## config.mk

```make
export PLATFORM = sky130hd
export DESIGN_NAME = cfs_front
export DESIGN_NICKNAME = d
export VERILOG_FILES = /design/src/sv/cfs_pkg.sv /design/src/sv/cfs_front.sv
export SDC_FILE = /design/constraint.sdc
export NUM_CORES = 2
export LEC_CHECK = 0
export BUFFER_PORTS_ARGS = -buffer_cell sky130_fd_sc_hd__buf_2
export CAP_MARGIN = 20
export CORE_MARGIN = 8
export CORE_UTILIZATION = 55
export CTS_CLUSTER_SIZE = 40
export DETAILED_ROUTE_END_ITERATION = 16
export HOLD_SLACK_MARGIN = 0.12
export PLACE_DENSITY = 0.73
export SLEW_MARGIN = 20
export SYNTH_ARGS = -nofsm -noshare
export SYNTH_HDL_FRONTEND = slang
export SYNTH_SLANG_ARGS = --single-unit
```

## constraint.sdc

```tcl
create_clock -name clk -period 17.6 [get_ports clk]
set_clock_uncertainty 0.05 [all_clocks]
set_input_delay 5.28 -clock clk [delete_from_list [all_inputs] [get_ports clk]]
set_output_delay 5.28 -clock clk [all_outputs]
set_load 0.1 [all_outputs]
```

## src/sv/cfs_pkg.sv

```systemverilog
`timescale 1ns / 1ps
// Shared constants of the complex frequency shifter.
// No dependencies; imported by the front end and the top level.
package cfs_pkg;

    localparam int CFS_SAMPLE_WIDTH     = 16;
    localparam int CFS_PHASOR_FRAC_BITS = 16;
    localparam int CFS_QUEUE_DEPTH      = 4;
    localparam int CFG_INDEX_WIDTH      = 1;

    typedef enum logic [CFG_INDEX_WIDTH-1:0] {
        REG_STEP_COS = 1'b0,
        REG_STEP_SIN = 1'b1
    } cfg_reg_t;

endpackage

```

## src/sv/cfs_front.sv

```systemverilog
`timescale 1ns / 1ps
// Front end: step registers, running phasor and sample intake.
// Depends on cfs_pkg for the register indexes.
module cfs_front #(
    parameter int SAMPLE_WIDTH     = 16,
    parameter int PHASOR_FRAC_BITS = 16
) (
    input  logic                                         clk,
    input  logic                                         rst_n,
    input  logic                                         cfg_we,
    input  logic [cfs_pkg::CFG_INDEX_WIDTH-1:0]          cfg_index,
    input  logic [PHASOR_FRAC_BITS+1:0]                  cfg_data,
    input  logic                                         in_valid,
    output logic                                         in_ready,
    input  logic [2*SAMPLE_WIDTH-1:0]                    in_data,
    output logic                                         push_valid,
    input  logic                                         push_ready,
    output logic [2*SAMPLE_WIDTH+2*PHASOR_FRAC_BITS+3:0] push_data
);
    import cfs_pkg::*;

    localparam int PW  = PHASOR_FRAC_BITS + 2;
    localparam int SUW = 2 * PW + 2;
    localparam int SHW = SUW - PHASOR_FRAC_BITS;
    localparam logic signed [SUW-1:0] HALF = SUW'(1) << (PHASOR_FRAC_BITS - 1);
    localparam logic signed [PW-1:0]  ONE  = PW'(1) << PHASOR_FRAC_BITS;

    logic signed [PW-1:0]    step_cos_reg;
    logic signed [PW-1:0]    step_sin_reg;
    logic signed [PW-1:0]    phasor_cos_reg;
    logic signed [PW-1:0]    phasor_sin_reg;
    logic signed [PW-1:0]    phasor_cos_next;
    logic signed [PW-1:0]    phasor_sin_next;
    logic signed [2*PW-1:0]  p_cc;
    logic signed [2*PW-1:0]  p_ss;
    logic signed [2*PW-1:0]  p_sc;
    logic signed [2*PW-1:0]  p_cs;
    logic signed [SUW-1:0]   sum_cos;
    logic signed [SUW-1:0]   sum_sin;
    logic signed [SHW-1:0]   sh_cos;
    logic signed [SHW-1:0]   sh_sin;
    logic                    accept;

    assign in_ready   = push_ready;
    assign push_valid = in_valid;
    assign accept     = in_valid && push_ready;
    assign push_data  = {phasor_sin_reg, phasor_cos_reg, in_data};

    always_comb
    begin
        p_cc    = phasor_cos_reg * step_cos_reg;
        p_ss    = phasor_sin_reg * step_sin_reg;
        p_sc    = phasor_sin_reg * step_cos_reg;
        p_cs    = phasor_cos_reg * step_sin_reg;
        sum_cos = SUW'(p_cc) - SUW'(p_ss) + HALF;
        sum_sin = SUW'(p_sc) + SUW'(p_cs) + HALF;
        sh_cos  = SHW'(sum_cos >>> PHASOR_FRAC_BITS);
        sh_sin  = SHW'(sum_sin >>> PHASOR_FRAC_BITS);
        if (sh_cos[SHW-1:PW-1] == {(SHW-PW+1){sh_cos[SHW-1]}})
        begin
            phasor_cos_next = sh_cos[PW-1:0];
        end
        else
        begin
            phasor_cos_next = {sh_cos[SHW-1], {(PW-1){~sh_cos[SHW-1]}}};
        end
        if (sh_sin[SHW-1:PW-1] == {(SHW-PW+1){sh_sin[SHW-1]}})
        begin
            phasor_sin_next = sh_sin[PW-1:0];
        end
        else
        begin
            phasor_sin_next = {sh_sin[SHW-1], {(PW-1){~sh_sin[SHW-1]}}};
        end
    end

    always_ff @(posedge clk or negedge rst_n)
    begin
        if (!rst_n)
        begin
            step_cos_reg   <= ONE;
            step_sin_reg   <= '0;
            phasor_cos_reg <= ONE;
            phasor_sin_reg <= '0;
        end
        else
        begin
            if (cfg_we)
            begin
                case (cfg_reg_t'(cfg_index))
                    REG_STEP_COS: step_cos_reg <= cfg_data;
                    REG_STEP_SIN: step_sin_reg <= cfg_data;
                    default: ;
                endcase
            end
            if (accept)
            begin
                phasor_cos_reg <= phasor_cos_next;
                phasor_sin_reg <= phasor_sin_next;
            end
        end
    end

endmodule

```

### Word level (Yosys, flattened, before mapping)

Cells that the tools add are included.

* flip-flop bits (word level): 72
* bits in latches: 0
* bits in writable memories: 0
* bits in read-only memories: 0
* input port bits: 56
* output and inout bits: 70
* word-level logic and storage cells: 22
* memories: 0

* add/subtract/negate cells: 4
* $mul: 4
* divide/modulo/power cells: 0
* order comparisons: 0
* equality and inequality tests: 2
* shift operators: 0
* muxes and demuxes: 2
* bitwise gates (word level): 3
* reductions and logical operators: 3

Operators by type and width (number)
* $mul 18x18->36: 4
* $add 37x17->38 const B: 2
* $add 36x36->37: 1
* $sub 36x36->37: 1
* $mux 18: 2
* $eq 4x4->1: 2
* $reduce_and 2->1: 2
* $not 1->1: 3
* $logic_and 1x1->1: 1

### Longest topological paths before layout

* word-level depth: 5
* gate-level depth with buffers: 32
* mapped depth without buffers: 29

### Worst setup path before layout

No wires, ideal clock.

* path kind: input -> output
* start: input port push_ready
* end: output port in_ready
* data arrival time: 5.543 ns
* required time: 12.270 ns
* path slack: 6.727 ns
* stages: 1
* cell sequence: buf_4

RTL lines
* from (decl): line cfs_front.sv:17 `input logic push_ready,`
* to (decl): line cfs_front.sv:14 `output logic in_ready,`

No word-level cell between the ends.

### Final worst setup path

* start: input port in_valid
* end: output port push_valid

RTL lines
* from (decl): line cfs_front.sv:13 `input logic in_valid,`
* to (decl): line cfs_front.sv:16 `output logic push_valid,`

No word-level cell between the ends.

==> out/results.tsv <==
metric	value	unit
CTS H-tree lvls	3	
Crit. End Element	primary output	
Pins Over Slew Limit	0	
Fillers	8115	
setup_tns	0	ns
first-pass GRT wire length	203	mm
Via density	5.38	
Synth Instances	5428	
Syn Area/Cell	9.62	µm²
max_slew headroom	0.266	
top_reg_cell synth	dfrtp_1	
Die X	324	µm
Worst path max stage delay	0.42	ns
Max Clock Freq	89.9	MHz
PostCTS Resize Cnt	0	
Synth async-reset ratio	1.00	
drt wl/cell	18.6	µm
Crit path required time	12.27	ns
Detail Placement HPWL	97.3	mm
compound-cell area share of the yosys netlist	0.0288	
status	finished, final reports clean	
1st-pass router iterations	6	
crit-path leading delay family	buffers and inverters	
# hold bufs at CTS	0	
Num CTS Buffers	9	
post-synthesis mux area share	0.00774	
Clk Latency, worst-skew pair	0.38	ns
final hold vios	0	
Buf/Inv on CP	2	
Yosys cell types	77	
Max-Cap Viols	0	
main combinational cell family by area after synthesis	adder cells	
Met1 Routed Length	46.1	mm
# rows	113	
Syn Nets	7291	
post-CTS setup buffers	0	
mapped cell area	52200	µm²
I/O pin cnt	126	
post-synthesis sequential area ratio	0.0346	
synthesis-to-finish area growth	2.52	%
Synth Register Bits	72	
top sig layer	met4	
vias in the first global route	38900	
Nets	7101	
largest net degree at the start of global routing	55	
DR vias	35000	
Synth area leaders	fa_1, inv_1, ha_1	
initial antenna violation count	0	
worst-path maximum fanout	3	
PortBufs	61	
initial core utilization	0.552	
routed length on met2	62.3	mm
post-synthesis xor/xnor area fraction	0.0133	
CTS tree	built	
Post-Synth Simple-Gate Area	0.134	
TritonCTS Sinks	72	
RSZ-0062 raised after global routing	false	
Worst-path clk slew	0.07	ns
top-area cell type share of the netlist area	0.572	
detailed-route DRC error count	0	
core area	94600	µm²
Ys Warns	0	
Startpoint Class	primary input	
min-delay worst type	register to register	
Die Span Y	324	µm
clock buffer depth	2	
most used cell along the critical path	buf_2	
WS Path Type	primary input to primary output	
Tot GR Track Use	0.245	
EDFF count, synth	0	
Post-Synth Adder-Cell Area	0.648	
full die area	105000	µm²
final WL	121	mm
met3 WL post-DR	7.63	mm
top cell type by total area after synthesis	fa_1	
share of layout cells above drive strength 1	0.0422	
Iteration-0 DRC Markers	2376	
r2r setup slk	8.05	ns
final period utilization	0.632	
clock root cell	clkbuf_16	
slowest CP cell	buf_2	
global route overflow	0	
setup violators final	0	
routability cong.	0.886	
remaining antenna violation count	0	
crit path time final	11.12	ns
Cell Chain, Critical Path	buf_2 > buf_2	
Arrival @ worst endpoint	5.79	ns
Worst Max-Slew Pin Slew	1.10	ns
-- area by class of cell --
class                      instances  area [µm²]  share of cell area
multi-input combinational       3532       43400               0.811
inverter                        1487        5580               0.104
clock inverter                     7        61.3             0.00115
clock buffer                       9         225             0.00421
tap                             1265        1580              0.0296
antenna                            3        7.51            0.000140
timing repair buffer             136         871              0.0163
sequential                        72        1800              0.0337
-- per-layer routing --
layer  up-vias  GRT usage
met1     18600      0.320
li1      14900          -
met4         0     0.0880
met5         -          0
met3       275     0.0281
met2      1246      0.425
-- worst paths after layout --
check | from | cells past startpoint | endpoint
setup reg to reg | step_cos_reg[2] | 25 | phasor_cos_reg[12]
setup / recovery | in_valid | 2 | push_valid
max in group asynchronous | rst_n | 2 | phasor_cos_reg[5]
min in group asynchronous | rst_n | 1 | phasor_sin_reg[2]
hold / removal | step_cos_reg[4] | 1 | step_cos_reg[4]
hold reg to reg | step_cos_reg[4] | 1 | step_cos_reg[4]
-- cells by family (layout without fill, tap and decap cells) --
kind of cell    count (synthesis)  in the layout
mux                            36             36
fa+ha+maj                    1807           1807
simple gates                 1421           1421
compound gates                189            189
buf+inv                      1824           1639
flops                          72             72
xor+xnor                       79             79
other cells                     0              3
-- layout by cell type (no fill, tap or decap), types with 4 or more instances in the layout --
cell and instances:
a211oi_1 6, nand2b_1 27, and2_1 556, nor3_1 4, mux2_2 35, o221a_1 33, a21o_1 18, nand2_1 701
xnor2_1 57, o21bai_1 6, o21a_1 6, o21ai_0 22, inv_6 4, nor2b_1 4, dfrtp_1 70, fa_1 1491
a31oi_1 5, clkbuf_16 9, a21oi_1 47, nor2_1 78, ha_1 316, buf_4 76, inv_1 1485, nand4_1 15
buf_2 60, nand3_1 16, xor2_1 22
-- synth_stat cells, types with 3 or more instances --
cell and n:
fa_1 1491, inv_1 1485, nand2_1 701, and2_1 557, ha_1 316, clkbuf_1 291
nor2_1 78, dfrtp_1 70, xnor2_1 57, a21oi_1 47, buf_4 38, mux2_2 35
o221a_1 33, nand2b_1 27, o21ai_0 22, xor2_1 22, a21o_1 18, nand3_1 16
nand4_1 15, a211oi_1 6, o21a_1 6, o21bai_1 6, a31oi_1 5, nor2b_1 5
nor3_1 4, a311oi_2 3, buf_6 3, o211ai_1 3, o21ai_1 3, o31ai_1 3
or3_1 3
-- per-stage QoR --
step | util | cell area (µm²) | setup slack (ns) | cells | hold WS (ns)
2_1_floorplan | - | 52200 | 6.73 | 5428 | 0.560
3_3_place_gp | 0.563 | 53200 | 6.47 | 6492 | 0.440
3_5_place_dp | 0.563 | 53200 | 6.47 | 6492 | 0.448
4_1_cts | 0.566 | 53500 | 6.47 | 6508 | 0.464
5_1_grt | 0.566 | 53500 | 6.46 | 6508 | 0.482
6_report | 0.566 | 53500 | 6.48 | 6511 | 0.464
Power is not shown: default switching activity piles up to over one toggle a cycle in this logic, so the estimate is an artifact.
