[src/sv/cfs_back.sv]
`timescale 1ns / 1ps
// Mixer back end: product stage, then round, saturate and output register.
// No dependencies; fed by cfs_queue.
module cfs_back #(
    parameter int SAMPLE_WIDTH     = 16,
    parameter int PHASOR_FRAC_BITS = 16
) (
    input  logic                                         clk,
    input  logic                                         rst_n,
    input  logic                                         pop_valid,
    output logic                                         pop_ready,
    input  logic [2*SAMPLE_WIDTH+2*PHASOR_FRAC_BITS+3:0] pop_data,
    output logic                                         out_valid,
    input  logic                                         out_ready,
    output logic [SAMPLE_WIDTH:0]                        out_i,
    output logic [SAMPLE_WIDTH:0]                        out_q
);
    localparam int SW  = SAMPLE_WIDTH;
    localparam int PW  = PHASOR_FRAC_BITS + 2;
    localparam int OW  = SW + 1;
    localparam int PRW = SW + PW;
    localparam int SUW = PRW + 2;
    localparam int SHW = SUW - PHASOR_FRAC_BITS;
    localparam logic signed [SUW-1:0] HALF = SUW'(1) << (PHASOR_FRAC_BITS - 1);

    logic signed [SW-1:0]  s_i;
    logic signed [SW-1:0]  s_q;
    logic signed [PW-1:0]  ph_cos;
    logic signed [PW-1:0]  ph_sin;
    logic                  a_valid_reg;
    logic signed [PRW-1:0] p_ic_reg;
    logic signed [PRW-1:0] p_qs_reg;
    logic signed [PRW-1:0] p_qc_reg;
    logic signed [PRW-1:0] p_is_reg;
    logic                  out_valid_reg;
    logic [OW-1:0]         out_i_reg;
    logic [OW-1:0]         out_q_reg;
    logic [OW-1:0]         out_i_next;
    logic [OW-1:0]         out_q_next;
    logic signed [SUW-1:0] sum_i;
    logic signed [SUW-1:0] sum_q;
    logic signed [SHW-1:0] sh_i;
    logic signed [SHW-1:0] sh_q;
    logic                  b_en;
    logic                  a_en;

    assign s_i    = pop_data[SW-1:0];
    assign s_q    = pop_data[2*SW-1:SW];
    assign ph_cos = pop_data[2*SW+PW-1:2*SW];
    assign ph_sin = pop_data[2*SW+2*PW-1:2*SW+PW];

    assign b_en      = !out_valid_reg || out_ready;
    assign a_en      = !a_valid_reg || b_en;
    assign pop_ready = a_en;
    assign out_valid = out_valid_reg;
    assign out_i     = out_i_reg;
    assign out_q     = out_q_reg;

    always_comb
    begin
        sum_i = SUW'(p_ic_reg) + SUW'(p_qs_reg) + HALF;
        sum_q = SUW'(p_qc_reg) - SUW'(p_is_reg) + HALF;
        sh_i  = SHW'(sum_i >>> PHASOR_FRAC_BITS);
        sh_q  = SHW'(sum_q >>> PHASOR_FRAC_BITS);
        if (sh_i[SHW-1:OW-1] == {(SHW-OW+1){sh_i[SHW-1]}})
        begin
            out_i_next = sh_i[OW-1:0];
        end
        else
        begin
            out_i_next = {sh_i[SHW-1], {(OW-1){~sh_i[SHW-1]}}};
        end
        if (sh_q[SHW-1:OW-1] == {(SHW-OW+1){sh_q[SHW-1]}})
        begin
            out_q_next = sh_q[OW-1:0];
        end
        else
        begin
            out_q_next = {sh_q[SHW-1], {(OW-1){~sh_q[SHW-1]}}};
        end
    end

    always_ff @(posedge clk)
    begin
        if (a_en && pop_valid)
        begin
            p_ic_reg <= s_i * ph_cos;
            p_qs_reg <= s_q * ph_sin;
            p_qc_reg <= s_q * ph_cos;
            p_is_reg <= s_i * ph_sin;
        end
        if (b_en && a_valid_reg)
        begin
            out_i_reg <= out_i_next;
            out_q_reg <= out_q_next;
        end
    end

    always_ff @(posedge clk or negedge rst_n)
    begin
        if (!rst_n)
        begin
            a_valid_reg   <= 1'b0;
            out_valid_reg <= 1'b0;
        end
        else
        begin
            if (a_en)
            begin
                a_valid_reg <= pop_valid;
            end
            if (b_en)
            begin
                out_valid_reg <= a_valid_reg;
            end
        end
    end

endmodule

[config.mk]
export PLATFORM = sky130hd
export DESIGN_NAME = cfs_back
export DESIGN_NICKNAME = d
export VERILOG_FILES = /design/src/sv/cfs_back.sv
export SDC_FILE = /design/constraint.sdc
export NUM_CORES = 2
export LEC_CHECK = 0
export BUFFER_PORTS_ARGS = -buffer_cell sky130_fd_sc_hd__buf_2
export CAP_MARGIN = 20
export CORE_MARGIN = 2
export CORE_UTILIZATION = 55
export DETAILED_ROUTE_END_ITERATION = 6
export GPL_TIMING_DRIVEN = 0
export PLACE_DENSITY_LB_ADDON = 0.05
export SLEW_MARGIN = 15
export SYNTH_ARGS = -nofsm -noshare
export SYNTH_HDL_FRONTEND = slang
export SYNTH_SLANG_ARGS = --single-unit
[constraint.sdc]
create_clock -name clk -period 4.95 [get_ports clk]
set_input_delay 0.495 -clock clk [delete_from_list [all_inputs] [get_ports clk]]
set_output_delay 0.495 -clock clk [all_outputs]
set_load 0.05 [all_outputs]
---- Yosys cells after proc, flatten, opt, wreduce, memory -nomap -nowiden ----
Index checks and enable logic that the tools add are counted.
operators by class
  $add $sub $neg .......................... 4
  mux-type cells .......................... 2
  reductions and logical operators ........ 6
  eq/ne operators ......................... 2
  multiply operators ...................... 4
  bitwise operators ....................... 2
operators by type and width
  operator                                                          count
  16-bit by 18-bit multiplier with 34-bit output                    4
  35-bit by 17-bit adder with 36-bit output, second input constant  2
  34-bit by 34-bit adder with 35-bit output                         1
  34-bit by 34-bit subtractor with 35-bit output                    1
  17-bit 2-to-1 mux                                                 2
  3-bit == test                                                     2
  1-bit logical AND                                                 2
  1-bit zero test                                                   2
  1-bit logical OR                                                  2
  1-bit inverter                                                    2
word-level totals
  register bits after elaboration ......... 172
  logic and storage cells ................. 28
  output and inout bits ................... 36
  input bits .............................. 72

---- Longest topological paths before layout ----
  depth in word-level cells ............... 4
  depth in mapped cells ................... 26
  gate-level depth less buffers ........... 24

---- Least setup slack after synthesis ----
No wires, ideal clock.
  path type ............................... in2reg
  start point ............................. input pop_data[1]
  end point ............................... register p_is_reg[30], data pin
  path slack .............................. -1.896 ns
  path buffers ............................ 2
  data required time ...................... 4.690 ns
  setup time .............................. 0.260 ns
  cell stages on the path ................. 21
  arrival ................................. 6.586 ns
  cell sequence ........................... clkbuf_1 clkbuf_1 nand2_1 fa_1 fa_1 fa_1 fa_1 inv_1 fa_1 fa_1 ha_1 a21o_1 a21o_1 a21o_1 a2111oi_0 a211o_1 o21ai_0 a2111oi_0 o31ai_1 a21oi_1 xnor2_1
between the ends
  word-level cells in the longest chain between the ends .. 1
RTL lines
  element                                         line  RTL
  from (decl)                                     12    input logic [2*SAMPLE_WIDTH+2*PHASOR_FRAC_BITS+3:0] pop_data,
  16-bit by 18-bit multiplier with 34-bit output  90    p_is_reg <= s_i * ph_sin;
  to (signal assigned)                            90
  to (decl)                                       34    logic signed [PRW-1:0] p_is_reg;
Every way passes these cells.
A chain may end at the register's enable or synchronous reset.

---- Worst setup path after layout ----
  start point ............................. input pop_data[21]
  end point ............................... register p_qc_reg[31], data pin
between the ends
  word-level cells in the longest chain between the ends .. 1
RTL lines
  element                                         line  RTL
  16-bit by 18-bit multiplier with 34-bit output  89    p_qc_reg <= s_q * ph_cos;
  to (signal assigned)                            89
  to (decl)                                       33    logic signed [PRW-1:0] p_qc_reg;
Every way passes these cells.

==> impl_metrics.yaml <==
synthesis:
  synth_edf_count: 170
  async_reset_ff_share_pct: 1.16
  syn-num-nets: 7202
  synth-seq-cells: 172
  avgSynthCellArea_sq_um: 9.51
  synth_cells: 5494
  mappedNetlistArea_sq_mm: 0.0523
  synth_cell_types: 79
  synth_flop_cell: "edfxtp_1"
  yosys_warnings: 0
  yosysSeqAreaShare_pct: 9.87
placement:
  io_buffers: 87
  dp_cells: 6852
  place_area_sq_mm: 0.0563
  place.gp.congestion: 0.976
  dp_hpwl_mm: 138
finish:
  nNetsFinal: 7585
  fill_cells: 7495
  final_cells: 7165
  area_growth_pct: 22.5
  final_common_cell: "inv_1"
  design_area_sq_mm: 0.0640
  drive_gt1_share_pct: 19.1
  final_cell_mix: "inv_1 (1290), fa_1 (1098), nand2_1 (574), and2_1 (508), ha_1 (416)"
  multi_input_comb_area_sq_mm: 0.0442
  area.sequential_sq_mm: 0.00515
global_route:
  grt_max_degree: 61
  grt_util_met3_pct: 11.9
  busiest_layer: "met2"
  grt_use_met2_pct: 56.6
  grt_pass1_wl_mm: 271
  grt_pass1_vias: 42401
  grt_use_met1_pct: 49.6
  gr-usage-all-layers_pct: 38.9
  antenna_found_initial: 19
  grt_overflow: 0
detailed_routing:
  firstDrtPassIters: 6
  drt-initial-drc-count: 3571
  ant_nets: 0
  via_per_inst: 5.62
  num_vias: 40295
  drc_errors: 0
  wl_mm: 183
  wl_per_cell_um: 25.6
timing:
  slew_headroom_pct: 26.4
  max_freq_mhz: 153
  skew_ns: 0.0193
  slew_viol_final: 0
  period_needed_ns: 6.54
  period_share_pct: 132
  tightest_slew_ns: 1.08
  hold_viol: 0
  setup_viol: 84
  layout_setup_ws_ns: -1.59
  rsz0062_at_grt: "yes"
clocking:
  cts_buffers: 17
  ctsRootBufferMaster: "clkbuf_16"
  clkLatencyLatePin_ns: 0.51
  clockBufferDepth: 2
  h-tree-depth: 4
  numClockSinks: 172
  clk_pin_slew_ns: 0.08
  cts_tree: "built"
job:
  cap_violations: 0
outcome:
  violations: "negative setup slack"
  outcome: "finished, violations left"
hold_path:
  min_path_type: "input pin to register"
critical_path:
  cp_max_fo: 7
  critical_path_required_ns: 5.17
  cp.arrival_ns: 6.76
  end_kind: "register"
  worstSetupPathType: "input pin to register"
  worstSetupStartpointType: "input pin"
die:
  initial_core_util_pct: 55.2
  rows: 113
  fp.coreArea_sq_mm: 0.0946
  die-height_um: 312
  num_io_pins: 108
  dieArea_sq_mm: 0.0975
  die_x_um: 312
[worst max-delay path, cell delays in order]
cell and delay (ns):
buf_16 0.14, clkbuf_16 0.19, and2_2 0.22, fa_1 0.50, inv_1 0.06, fa_2 0.46, fa_2 0.55, inv_1 0.06
fa_2 0.57, fa_1 0.42, fa_1 0.50, ha_4 0.36, nand4_1 0.15, or2_4 0.27, o22ai_4 0.16, a2111oi_4 0.10
or3_4 0.44, a21boi_4 0.21, o2111ai_2 0.15, a211o_1 0.33, a31oi_4 0.25, xnor2_4 0.16
[routing by layer]
layer	wire [um]	up-vias
li1	-	17176
met1	67800	20566
met2	77300	2070
met3	21200	473
met4	16900	10
met5	111	-
[final timing paths]
check,startpoint,to,slack [ns],cells after the start
setup reg to reg,p_ic_reg[8],out_i[12],0.17,13
min in group asynchronous,rst_n,out_valid,0.30,2
setup / recovery,pop_data[21],p_qc_reg[31],-1.59,22
hold reg to reg,a_valid_reg,out_valid,0.51,1
hold / removal,pop_valid,a_valid_reg,0.21,2
max in group asynchronous,rst_n,a_valid_reg,4.56,2
[synthesized netlist by cell type, drive strengths merged (18+ instances only)]
master  count  area [sq um]
nand2     600          2250
ha        476          5960
a21o       94           708
nor2      126           473
nand2b     45           282
nor3       19          95.1
fa       1160         23200
inv      1348          5060
clkbuf    226           848
edfxtp    170          5100
o21ai      72           368
nor2b      18           113
xnor2     132          1160
nand3      33           165
a21oi     143           716
and2      553          3460
xor2       52           455
[cells by family (layout without fill, tap and decap cells)]
kind of cell	Yosys count	after routing	share of synthesized area (%)
xor+xnor	184	184	3.08
mux	3	3	0.0670
fa+ha+maj	1636	1636	55.8
simple gates	1466	1466	14.0
compound gates	450	450	5.70
other cells	0	10	0
flops	172	172	9.87
buf+inv	1583	1979	11.4
[layout make-up]
cell class              count  share of cell area, %
diodes                     10                 0.0391
clock buffers              18                  0.670
clock inverters            14                  0.270
flip-flops and latches    172                   8.05
plain buffers             229                   6.02
repair buffers            368                   5.41
inverters                1350                   8.00
well taps                1265                   2.47
multi-input cells        3739                   69.1
[through the flow]
step | setup TNS, ns | setup slack (ns) | util, % | hold slack, ns
global route | -84.57 | -1.67 | 67.7 | 0.215
floorplan | -52.20 | -1.40 | - | 0.199
CTS | -64.97 | -1.43 | 66.3 | 0.170
detailed placement | -219.23 | -3.64 | 59.6 | 0.285
global placement | -365.59 | -3.57 | 59.4 | 0.282
finish | -75.91 | -1.59 | 67.7 | 0.205
[timing repair]
| action | 4_1_cts | 5_1_grt |
|---|---|---|
| pin swaps | 233 | 156 |
| resized for setup | 809 | 222 |
| endpoints found under the setup margin | 100 | 103 |
| endpoints found under the hold margin | 2 | 0 |
| setup buffers | 202 | 81 |
| hold buffers | 1 | 0 |
Power is not shown: default switching activity piles up to over one toggle a cycle in this logic, so the estimate is an artifact.
