### src/sv/cfs_queue.sv
`timescale 1ns / 1ps
// Short request queue between the front end and the mixer.
// No dependencies.
module cfs_queue #(
    parameter int WIDTH = 68,
    parameter int DEPTH = 4
) (
    input  logic             clk,
    input  logic             rst_n,
    input  logic             push_valid,
    output logic             push_ready,
    input  logic [WIDTH-1:0] push_data,
    output logic             pop_valid,
    input  logic             pop_ready,
    output logic [WIDTH-1:0] pop_data
);
    localparam int AW = (DEPTH > 1) ? $clog2(DEPTH) : 1;
    localparam int CW = $clog2(DEPTH + 1);

    logic [WIDTH-1:0] mem [DEPTH];
    logic [AW-1:0]    wr_ptr_reg;
    logic [AW-1:0]    rd_ptr_reg;
    logic [CW-1:0]    count_reg;
    logic             do_push;
    logic             do_pop;

    assign push_ready = (count_reg != CW'(DEPTH));
    assign pop_valid  = (count_reg != '0);
    assign pop_data   = mem[rd_ptr_reg];
    assign do_push    = push_valid && push_ready;
    assign do_pop     = pop_valid && pop_ready;

    always_ff @(posedge clk)
    begin
        if (do_push)
        begin
            mem[wr_ptr_reg] <= push_data;
        end
    end

    always_ff @(posedge clk or negedge rst_n)
    begin
        if (!rst_n)
        begin
            wr_ptr_reg <= '0;
            rd_ptr_reg <= '0;
            count_reg  <= '0;
        end
        else
        begin
            if (do_push)
            begin
                wr_ptr_reg <= (wr_ptr_reg == AW'(DEPTH - 1)) ? '0 : wr_ptr_reg + 1'b1;
            end
            if (do_pop)
            begin
                rd_ptr_reg <= (rd_ptr_reg == AW'(DEPTH - 1)) ? '0 : rd_ptr_reg + 1'b1;
            end
            if (do_push && !do_pop)
            begin
                count_reg <= count_reg + 1'b1;
            end
            else if (do_pop && !do_push)
            begin
                count_reg <= count_reg - 1'b1;
            end
        end
    end

endmodule

### config.mk
export PLATFORM = sky130hd
export DESIGN_NAME = cfs_queue
export DESIGN_NICKNAME = d
export VERILOG_FILES = /design/src/sv/cfs_queue.sv
export SDC_FILE = /design/constraint.sdc
export NUM_CORES = 1
export LEC_CHECK = 0
export ABC_AREA = 1
export BUFFER_PORTS_ARGS = -buffer_cell sky130_fd_sc_hd__buf_4
export CORE_MARGIN = 2
export CORE_UTILIZATION = 55
export CTS_CLUSTER_DIAMETER = 60
export DETAILED_ROUTE_END_ITERATION = 7
export MAX_ROUTING_LAYER = met4
export PLACE_DENSITY = 0.73
export SETUP_SLACK_MARGIN = 0.3
export SLEW_MARGIN = 20
export SYNTH_ARGS = -nofsm -noshare
export SYNTH_HDL_FRONTEND = slang
export SYNTH_SLANG_ARGS = --single-unit
### constraint.sdc
create_clock -name clk -period 4.7 [get_ports clk]
set_input_delay 0.705 -clock clk [delete_from_list [all_inputs] [get_ports clk]]
set_output_delay 0.705 -clock clk [all_outputs]
set_load 0.01 [all_outputs]
# Yosys cells after proc, flatten, opt, wreduce, memory -nomap -nowiden
# Memories as Yosys holds them, arrays and structs flattened.
# Index checks and enable logic that the tools add are counted.
# classes
addsub	4
eq_ne	3
muxes	6
reduce_logical	8
# op_table
operator	n
3-bit two-way mux	2
2-bit by 1-bit adder with 2-bit output (second input constant)	2
2-bit equality test (second input constant)	2
1-bit logical AND	4
2-bit two-way mux	2
3-bit by 1-bit adder with 3-bit output (second input constant)	1
3-bit inequality test (second input constant)	1
3-bit nonzero test	1
3-bit by 1-bit subtractor with 3-bit output (second input constant)	1
1-bit zero test	2
1-bit two-way mux	2
2-bit nonzero test	1
# word_totals
ff_bits	7
ramBits	272
input_bits	72
output_inout_bits	70
wordCells	25
mem_count	1
# mem_list
memory	words	word_bits	read_ports	rd_ports_with_merged_regs	wr	line_no	source
mem	4	68	1	0	1	20	logic [WIDTH-1:0] mem [DEPTH];

# Depth between registers and ports, before layout
# Gate-level depths: netlist of the first run.
# logic_depth
depth_word	6
ltp_mapped	12
depth_no_buf	12

# Worst setup path after synthesis of the first run
# Ideal clock, no wire load.
# synth_path
path_kind	input-to-reg
start	input push_valid
end	memory mem[0][0] (enable)
setup_time_ns	0.495
t_arrival_ns	3.696
required_ns	4.205
slack_ns	0.509
stages	2
path_buffers	0
path_cell_list	nand2_1 nor2_1
# synth_between
elab_chain_cells	3
# synth_lines
item	line_no	source
start: declaration	10	input logic push_valid,
1-bit logical AND	30	assign do_push = push_valid && push_ready;
1-bit two-way mux	35	if (do_push)
1-bit two-way mux (implied by the code)	37	mem[wr_ptr_reg] <= push_data;
end: declaration	20	
# No other way between the ends.

# Final worst setup path of the first run
# layout_path
start	register rd_ptr_reg[0]
end	output pop_data[21]
# layout_between
elab_chain_cells	1
# layout_lines
item	line_no	source
start: declaration	22	logic [AW-1:0] rd_ptr_reg;
start signal: assignment	57	rd_ptr_reg <= (rd_ptr_reg == AW'(DEPTH - 1)) ? '0 : rd_ptr_reg + 1'b1;
memory read 4 x 68 bit	--	
end: declaration	15	output logic [WIDTH-1:0] pop_data
# No other way between the ends.

==> flow_metrics.env, run 1 <==
export IMPL_antenna_left=0
export IMPL_worstHoldPathCells=1
export IMPL_final_cell_count_no_fill=1280
export IMPL_dpl_cell_area_um2=12500
export IMPL_grt_ovfl_total=0
export IMPL_hold_violations=0
export IMPL_final_area_um2=13300
export IMPL_gp_congestion=0.706
export IMPL_htreeDepth=1
export IMPL_cts_buffer_depth=3
export IMPL_finalCritPeriodShare_pct=66.7
export IMPL_worst_slew_pin_transition_ps=1050
export IMPL_drive_gt1_share_pct=19.3
export IMPL_syn_avg_cell_area_um2=13.1
export IMPL_ios=142
export IMPL_slew_headroom_pct=29.7
export IMPL_hold_start="push_data[60]"
export IMPL_cap_viol_max_count=0
export IMPL_grt_max_degree=118
export IMPL_reg2reg_to="mem[0][19]"
export IMPL_initialDrtViolationCount=286
export IMPL_finalSetupTns_ps=0
export IMPL_synth_nets=931
export IMPL_viasPerCell=5.10
export IMPL_cts_tree="done"
export IMPL_ys_types=17
export IMPL_peakVddDrop_v=0.000361
export IMPL_holdPathEnd="mem[1][60]"
export IMPL_hold_slack_ps=377
export IMPL_p_leak_uw=0.00530
export IMPL_first_pass_iters=4
export IMPL_port_buffers=141
export IMPL_hp_class="input pin to flip-flop"
export IMPL_status="finished clean"
export IMPL_slowest_delay_ps=800
export IMPL_ys_async_sr_fraction_pct=2.51
export IMPL_nFillCells=1422
export IMPL_track_usage_pct=19.4
export IMPL_netlist_instances=852
export IMPL_finalCriticalPeriod_ps=3140
export IMPL_r2r_slack_ps=2180
export IMPL_end_kind="output pin"
export IMPL_reg2reg_depth=5
export IMPL_nNetsFinal=1068
export IMPL_worst_ep_required_time_ps=3990
export IMPL_setup_viol_count_final=0
export IMPL_cts_root_buf="clkbuf_16"
export IMPL_grtUsageMet3_pct=3.59
export IMPL_seq_area_um2=8350
export IMPL_cts_buffers=28
export IMPL_via_count=6531
export IMPL_area_growth_pct=19.4
export IMPL_crit_chain="buf_4, nand2_1, o211ai_1, nand2_1, buf_4"
export IMPL_antenna_found_initial=0
export IMPL_largest_register_ffs=272
export IMPL_grt_util_met2_pct=33.2
export IMPL_placedCellCount=1228
export IMPL_drc=0
export IMPL_yosysSeqAreaShare_pct=74.7
export IMPL_drt_wl_total_um=20100
export IMPL_clk_latency_ps=530
export IMPL_synthFlopType="edfxtp_1"
export IMPL_synth_edff_count=272
export IMPL_clkTransAtPathRegs_ps=60
export IMPL_path_class="flip-flop to output pin"
export IMPL_cp_arrival_ps=2430
export IMPL_fp_row_count=52
export IMPL_start_util_pct=55.5
export IMPL_ys_warn_count=0
export IMPL_core_area_um2=20100
export IMPL_start_kind="flip-flop"
export IMPL_top_usage_layer="met2"
export IMPL_yosys_register_bits=279
export IMPL_multi_input_area_um2=2050
export IMPL_cts_sinks=279
export IMPL_grt_setup_unrepaired="false"
export IMPL_synth_top_cell_by_area="edfxtp_1"
export IMPL_r2r_start="count_reg[0]"
export IMPL_die_y_um=146
export IMPL_crit_path_top_delay_cell="dfrtp_4"
export IMPL_wl_per_cell_um=15.7
export IMPL_dieArea_um2=21500
export IMPL_netlist_area_leader_share_pct=73.2
export IMPL_skew_ps=13.8
export IMPL_slew_viol_final=0
export IMPL_ys_top_cells_by_area="edfxtp_1 73%, o211ai_1 9.1%, nand2_1 7.4%"
export IMPL_synth_most_common_cell="edfxtp_1"
export IMPL_grt_pass1_vias=6295
export IMPL_die_w_um=146
export IMPL_globalRouteMet1Util_pct=24.1
export IMPL_grt_pass1_wl_um=31800
export IMPL_cts_resized=0
export IMPL_critPathMaxFanout=63
export IMPL_num_antenna_cells=0
export IMPL_syn_area_um2=11200
export IMPL_synth_commonest_cells="272 x edfxtp_1, 219 x nand2_1, 149 x inv_1"
export IMPL_dpl_hpwl_um=11300
export IMPL_clock_fmax_ghz=0.319
export IMPL_p_per_area_nw_per_um2=624
[where the power goes]
group          internal, uW  switching, uW  total (uW)
clock                  1180            859        2040
combinational          1120           1720        2830
sequential             3270            178        3450
[layout by cell type, fill, tap and decap left out, types with 5 or more instances in the layout]
master / count
buf_4: 148
dfrtp_1: 5
inv_1: 149
edfxtp_1: 272
clkinv_1: 7
nand2_1: 219
clkbuf_1: 7
clkbuf_16: 29
o211ai_1: 136
ha_1: 6
nand3_1: 7
clkinv_2: 5
[logic make-up after synthesis]
logic type,synth area share (%)
adders and majority gates,0.852
xor gates and xnor gates,0.0785
and+or+nand+nor,7.93
DFF,74.7
AOI/OAI and AO/OA,9.19
buffers and inverters,7.22
[metrics by stage]
step / power [uW] / setup slack [ps] / util [%]
after floorplan: 5220 / 509 / -
after global placement: 6320 / 2020 / 62.0
after detailed placement: 6380 / 2030 / 62.0
after CTS: 8430 / 1520 / 66.3
after global routing: 8840 / 1350 / 66.3
final: 8330 / 1560 / 66.3
[metal layers]
layer / wire [um] / vias to the layer above / share of wire (%)
li1: - / 3228 / -
met5: 0 / - / 0
met3: 1190 / 31 / 5.9
met2: 10200 / 163 / 51
met1: 8360 / 3109 / 42
met4: 373 / 0 / 1.9
[worst max path at each step]
stage | from | endpoint | cells past startpoint
CTS | rd_ptr_reg[0] | pop_data[21] | 5
detailed placement | push_valid | mem[0][36] | 4
floorplan | push_valid | mem[0][0] | 2
global placement | push_valid | mem[0][27] | 4
finish | rd_ptr_reg[0] | pop_data[21] | 5
global route | rd_ptr_reg[0] | pop_data[21] | 5
[worst max-delay path: cells and delay by family, from the launching register on]
kind	cells	cell delay, ps
AO/OA/AOI/OAI	1	110
buffers and inverters	2	750
flip-flops	1	800
AND/OR/NAND/NOR	2	230
[area by class of cell]
cell class / count / area share [%]
flip-flops and latches: 279 / 62.6
well taps: 270 / 2.53
clock inverters: 15 / 0.798
multi-input cells: 378 / 15.3
clock buffers: 36 / 5.64
inverters: 150 / 4.22
repair buffers: 152 / 8.86
[repair_timing]
action / CTS / global route
endpoints found under the hold margin: 7 / 0
setup endpoints to repair: 0 / 0
buffers inserted: 0 / 0
hold buffers: 1 / 0
No activity file was read; power rests on OpenSTA's default activity.
==> run 2, diff against run 1 <==
Settings changed: CORE_UTILIZATION 55 to 52.
Clock period 4.7 ns to 2.5 ns, I/O delays scaled along.
==> run 2 against run 1 <==
Setup slack got worse by 1300 ps; via count increased by 3.5%; critical endpoint is now pop_data[27]; design area increased by 4.0%; critical path depth unchanged; count of clock-buffer cells in the layout decreased by 6; sequential cell count unchanged; critical path type unchanged.
==> flow_metrics.env, run 2 (synthesis results as in run 1) <==
export IMPL_hold_slack_ps=36.6
export IMPL_end_kind="output pin"
export IMPL_ios=142
export IMPL_peakVddDrop_v=0.000802
export IMPL_dpl_hpwl_um=11900
export IMPL_clock_fmax_ghz=0.444
export IMPL_cts_buffers=28
export IMPL_grt_max_degree=82
export IMPL_finalCritPeriodShare_pct=90.2
export IMPL_grt_pass1_vias=6272
export IMPL_crit_chain="buf_12, clkbuf_16, o211ai_1, nand2_1, buf_6"
export IMPL_clk_latency_ps=530
export IMPL_gp_congestion=0.744
export IMPL_hp_class="input pin to flip-flop"
export IMPL_critPathBufInv=3
export IMPL_area_growth_pct=24.2
export IMPL_drc=0
export IMPL_grt_setup_unrepaired="true"
export IMPL_grt_pass1_wl_um=32300
export IMPL_drt_wl_total_um=23000
export IMPL_p_int_uw=11300
export IMPL_placedCellCount=1238
export IMPL_nFillCells=1466
export IMPL_crit_path_top_delay_cell="dfrtp_4"
export IMPL_cp_arrival_ps=1880
export IMPL_antenna_left=0
export IMPL_via_count=6758
export IMPL_switching_share_pct=33.3
export IMPL_worst_ep_required_time_ps=2120
export IMPL_nNetsFinal=1091
export IMPL_start_kind="flip-flop"
export IMPL_slew_headroom_pct=64.5
export IMPL_core_area_um2=21000
export IMPL_hold_violations=0
export IMPL_track_usage_pct=18.9
export IMPL_cap_viol_max_count=0
export IMPL_dieArea_um2=22700
export IMPL_port_buffers=141
export IMPL_initialDrtViolationCount=415
export IMPL_cts_sinks=279
export IMPL_fp_row_count=53
export IMPL_setup_viol_count_final=0
export IMPL_largest_register_ffs=272
export IMPL_critPathMaxFanout=8
export IMPL_grt_ovfl_total=0
export IMPL_die_y_um=151
export IMPL_wl_per_cell_um=17.5
export IMPL_cts_buffer_depth=3
export IMPL_seq_power_share_pct=37.7
export IMPL_p_switching_uw=5630
export IMPL_worst_slew_pin_transition_ps=533
export IMPL_cts_tree="done"
export IMPL_die_w_um=151
export IMPL_drive_gt1_share_pct=21.8
export IMPL_p_comb_share_pct=38.1
export IMPL_path_class="flip-flop to output pin"
export IMPL_slew_viol_final=0
export IMPL_crit_family="flip-flops"
export IMPL_antenna_found_initial=1
export IMPL_p_per_area_nw_per_um2=1220
export IMPL_p_leak_uw=0.00554
export IMPL_final_common_cell="edfxtp_1"
export IMPL_viasPerCell=5.16
export IMPL_final_cell_mix="272 x edfxtp_1, 218 x nand2_1, 149 x inv_1"
export IMPL_first_pass_iters=4
export IMPL_finalSetupTns_ps=0
export IMPL_htreeDepth=1
export IMPL_slowest_delay_ps=520
export IMPL_clkTransAtPathRegs_ps=60
export IMPL_finalCriticalPeriod_ps=2250
export IMPL_status="finished clean"
export IMPL_final_cell_count_no_fill=1310
export IMPL_start_util_pct=53.1
export IMPL_skew_ps=17.5
export IMPL_cts_root_buf="clkbuf_16"
export IMPL_pwr_share_clk_pct=24.2
## run 2: cell count changes in the layout (fill, tap and decap cells not counted), sizes merged
cell	delta
buf	+18
clkbuf	-1
bufinv	+2
clkinvlp	+3
diode	+1
clkinv	+2
## run 2: worst paths after layout
path | slack, ps | cells past startpoint | start | endpoint
setup / recovery | 250 | 5 | rd_ptr_reg[0] | pop_data[27]
hold reg to reg | 530 | 2 | count_reg[2] | count_reg[2]
max in group asynchronous | 2150 | 2 | rst_n | rd_ptr_reg[0]
setup reg to reg | 660 | 9 | count_reg[0] | count_reg[1]
hold / removal | 40 | 1 | push_data[26] | mem[1][26]
min in group asynchronous | 210 | 2 | rst_n | wr_ptr_reg[0]
## run 2: cell type report
cell class                 instances  area (um2)  share of cell area [%]
sequential                       279        8350                    60.2
multi-input combinational        378        2060                    14.8
timing repair buffer             175        1630                    11.8
clock buffer                      30         729                    5.26
inverter                         150         563                    4.06
tap                              275         344                    2.48
clock inverter                    22         185                    1.34
antenna                            1        2.50                  0.0180
## run 2: repair_timing
item / in CTS / in global routing
setup buffers: 3 / 3
hold endpoints to repair: 7 / 0
resized for setup: 4 / 15
cloned: 0 / 12
endpoints found under the setup margin: 64 / 58
hold buffers: 1 / 0
pin swaps: 2 / 59
## run 2: layer usage
metal / global-route usage, % / vias to the layer above / share of wire (%)
met3: 3.52 / 28 / 7.2
met1: 24.3 / 3248 / 41
met2: 31.5 / 194 / 50
met4: 4.62 / 0 / 1.6
li1: - / 3288 / -
met5: - / - / 0
## run 2: through the flow
step                      area [um2]  setup slack (ps)  total power [uW]  utilization, %
after floorplan                11200               327              9780               -
after global placement         12600               687             12100            59.9
after detailed placement       12600               634             12200            59.9
after CTS                      13600               231             16400            64.5
after global routing           13900               181             17900            66.0
final                          13900               246             16900            66.0
## run 2: power groups by stage
stage               clock network (uW)  registers, uW  logic (uW)
CTS                               4160           6400        5810
finish                            4090           6380        6460
global placement                     0           6490        5590
detailed placement                   0           6530        5680
floorplan                            0           6420        3360
global route                      4380           6440        7030
==> run 3, diff against run 2 <==
Settings changed: CORE_ASPECT_RATIO set to 0.6, CORE_UTILIZATION 52 to 55, PLACE_DENSITY 0.73 to 0.76.
Clock period 2.5 ns to 2.4 ns, I/O delays scaled along.
==> run 3 against run 2 <==
Sequential power rose by 4.4%; highest routed layer unchanged; sequential cell count stayed put; hold slack lost 3.2 ps; count of clock-buffer cells in the layout up 3; cell count decreased by 0.15%; clock skew decreased by 7.2 ps; critical endpoint is now pop_data[26]; global-route usage up 4.1 points; wire length is 9.9% higher; die area shrank 5.1%; critical path depth is the same; sequential share of layout area fell by 1.2 points; non-clock buffer count is 5 higher.
==> flow_metrics.env, run 3 (synthesis results as in run 1) <==
export IMPL_cts_buffer_depth=3
export IMPL_antenna_left=0
export IMPL_initialDrtViolationCount=602
export IMPL_final_cell_mix="272 x edfxtp_1, 216 x nand2_1, 147 x inv_1"
export IMPL_drc=0
export IMPL_dieArea_um2=21500
export IMPL_cts_buffers=26
export IMPL_r2r_slack_ps=470
export IMPL_holdPathEnd="mem[2][18]"
export IMPL_finalCriticalPeriod_ps=2250
export IMPL_p_per_area_nw_per_um2=1310
export IMPL_clock_fmax_ghz=0.445
export IMPL_grt_ovfl_total=0
export IMPL_die_y_um=114
export IMPL_clk_latency_ps=520
export IMPL_cap_viol_max_count=0
export IMPL_seq_power_share_pct=36.1
export IMPL_status="finished clean"
export IMPL_largest_register_ffs=272
export IMPL_end_kind="output pin"
export IMPL_viasPerCell=5.34
export IMPL_wl_per_cell_um=19.3
export IMPL_path_class="flip-flop to output pin"
export IMPL_start_kind="flip-flop"
export IMPL_grt_pass1_wl_um=36600
export IMPL_via_count=6987
export IMPL_reg2reg_depth=9
export IMPL_finalSetupTns_ps=0
export IMPL_cp_arrival_ps=1890
export IMPL_p_comb_share_pct=40.0
export IMPL_cts_root_buf="clkbuf_16"
export IMPL_core_area_um2=20000
export IMPL_r2r_start="count_reg[1]"
export IMPL_finalCritPeriodShare_pct=93.6
export IMPL_nNetsFinal=1094
export IMPL_slew_headroom_pct=65.9
export IMPL_hold_start="push_data[18]"
export IMPL_worst_ep_required_time_ps=2040
export IMPL_htreeDepth=1
export IMPL_switching_share_pct=33.4
export IMPL_dpl_hpwl_um=13100
export IMPL_fp_row_count=40
export IMPL_grt_setup_unrepaired="true"
export IMPL_cts_sinks=279
export IMPL_peakVddDrop_v=0.000874
export IMPL_clkTransAtPathRegs_ps=70
export IMPL_cts_tree="done"
export IMPL_ios=142
export IMPL_p_int_uw=12300
export IMPL_final_common_cell="edfxtp_1"
export IMPL_worst_slew_pin_transition_ps=510
export IMPL_critPathMaxFanout=12
export IMPL_p_leak_uw=0.00566
export IMPL_multi_input_area_um2=2080
export IMPL_grt_max_degree=63
export IMPL_area_growth_pct=26.7
export IMPL_die_w_um=188
export IMPL_grt_pass1_vias=6654
export IMPL_slew_viol_final=0
export IMPL_gp_congestion=0.728
export IMPL_final_util_pct=70.8
export IMPL_p_switching_uw=6170
export IMPL_drt_wl_total_um=25300
export IMPL_antenna_found_initial=0
export IMPL_setup_viol_count_final=0
export IMPL_reg2reg_to="count_reg[1]"
export IMPL_hp_class="input pin to flip-flop"
export IMPL_worstHoldPathCells=1
export IMPL_start_util_pct=55.9
export IMPL_pwr_share_clk_pct=23.9
export IMPL_drive_gt1_share_pct=22.6
export IMPL_seq_area_um2=8350
export IMPL_track_usage_pct=23.0
export IMPL_hold_violations=0
export IMPL_first_pass_iters=5
export IMPL_num_antenna_cells=0
export IMPL_nFillCells=1314
export IMPL_skew_ps=10.3
export IMPL_port_buffers=141
==> run 3: through the flow <==
step / cells / setup slack (ps) / total power [uW] / area [um2] / hold WS, ps
after floorplan: 852 / 294 / 10200 / 11200 / 64.4
after global placement: 1237 / 637 / 12600 / 12600 / 188
after detailed placement: 1237 / 535 / 12800 / 12600 / 187
after CTS: 1296 / 132 / 17900 / 13800 / 15.4
after global routing: 1308 / 93.8 / 19400 / 14100 / 16.3
final: 1308 / 153 / 18500 / 14100 / 33.4
==> run 3: worst max-delay path, stage by stage (launching register included) <==
cell and delay (ps):
dfrtp_4 520, buf_12 180, buf_16 160, o211ai_1 210, nand2_1 140, buf_6 140
==> run 3: per-layer routing <==
metal / global-route usage (%) / vias up / wire length (um)
met1: 32.8 / 3377 / 11000
met4: 4.67 / 0 / 380
met5: - / - / 0
li1: - / 3297 / -
met3: 4.32 / 32 / 1980
met2: 35.2 / 281 / 11900
==> run 3: what timing repair did <==
item,in CTS,in global routing
gates cloned,6,11
hold buffers,1,0
pin swaps,32,60
endpoints found under the setup margin,68,69
hold endpoints to repair,7,0
setup buffers,4,1
gates resized for setup,14,11
==> run 3: final cells by class <==
type / count / share of cell area (%)
inverters: 150 / 3.98
clock buffers: 33 / 5.08
repair buffers: 180 / 13.3
flip-flops and latches: 279 / 59.0
multi-input cells: 378 / 14.7
well taps: 273 / 2.41
clock inverters: 15 / 1.49
==> run 3: worst max-delay path by stage <==
stage                             start      endpoint  slack (ps)
after global routing      rd_ptr_reg[0]  pop_data[36]          90
final                     rd_ptr_reg[0]  pop_data[26]         150
after global placement     count_reg[1]  count_reg[2]         640
after detailed placement   count_reg[2]  count_reg[2]         540
after floorplan            count_reg[0]     mem[0][0]         290
after CTS                 rd_ptr_reg[0]  pop_data[34]         130
==> run 3: power groups by stage <==
stage	clock [uW]	combinational, uW	sequential, uW
2_1_floorplan	0	3520	6690
3_3_place_gp	0	5880	6750
3_5_place_dp	0	5990	6780
4_1_cts	4470	6750	6660
5_1_grt	4690	7950	6730
6_report	4410	7390	6660
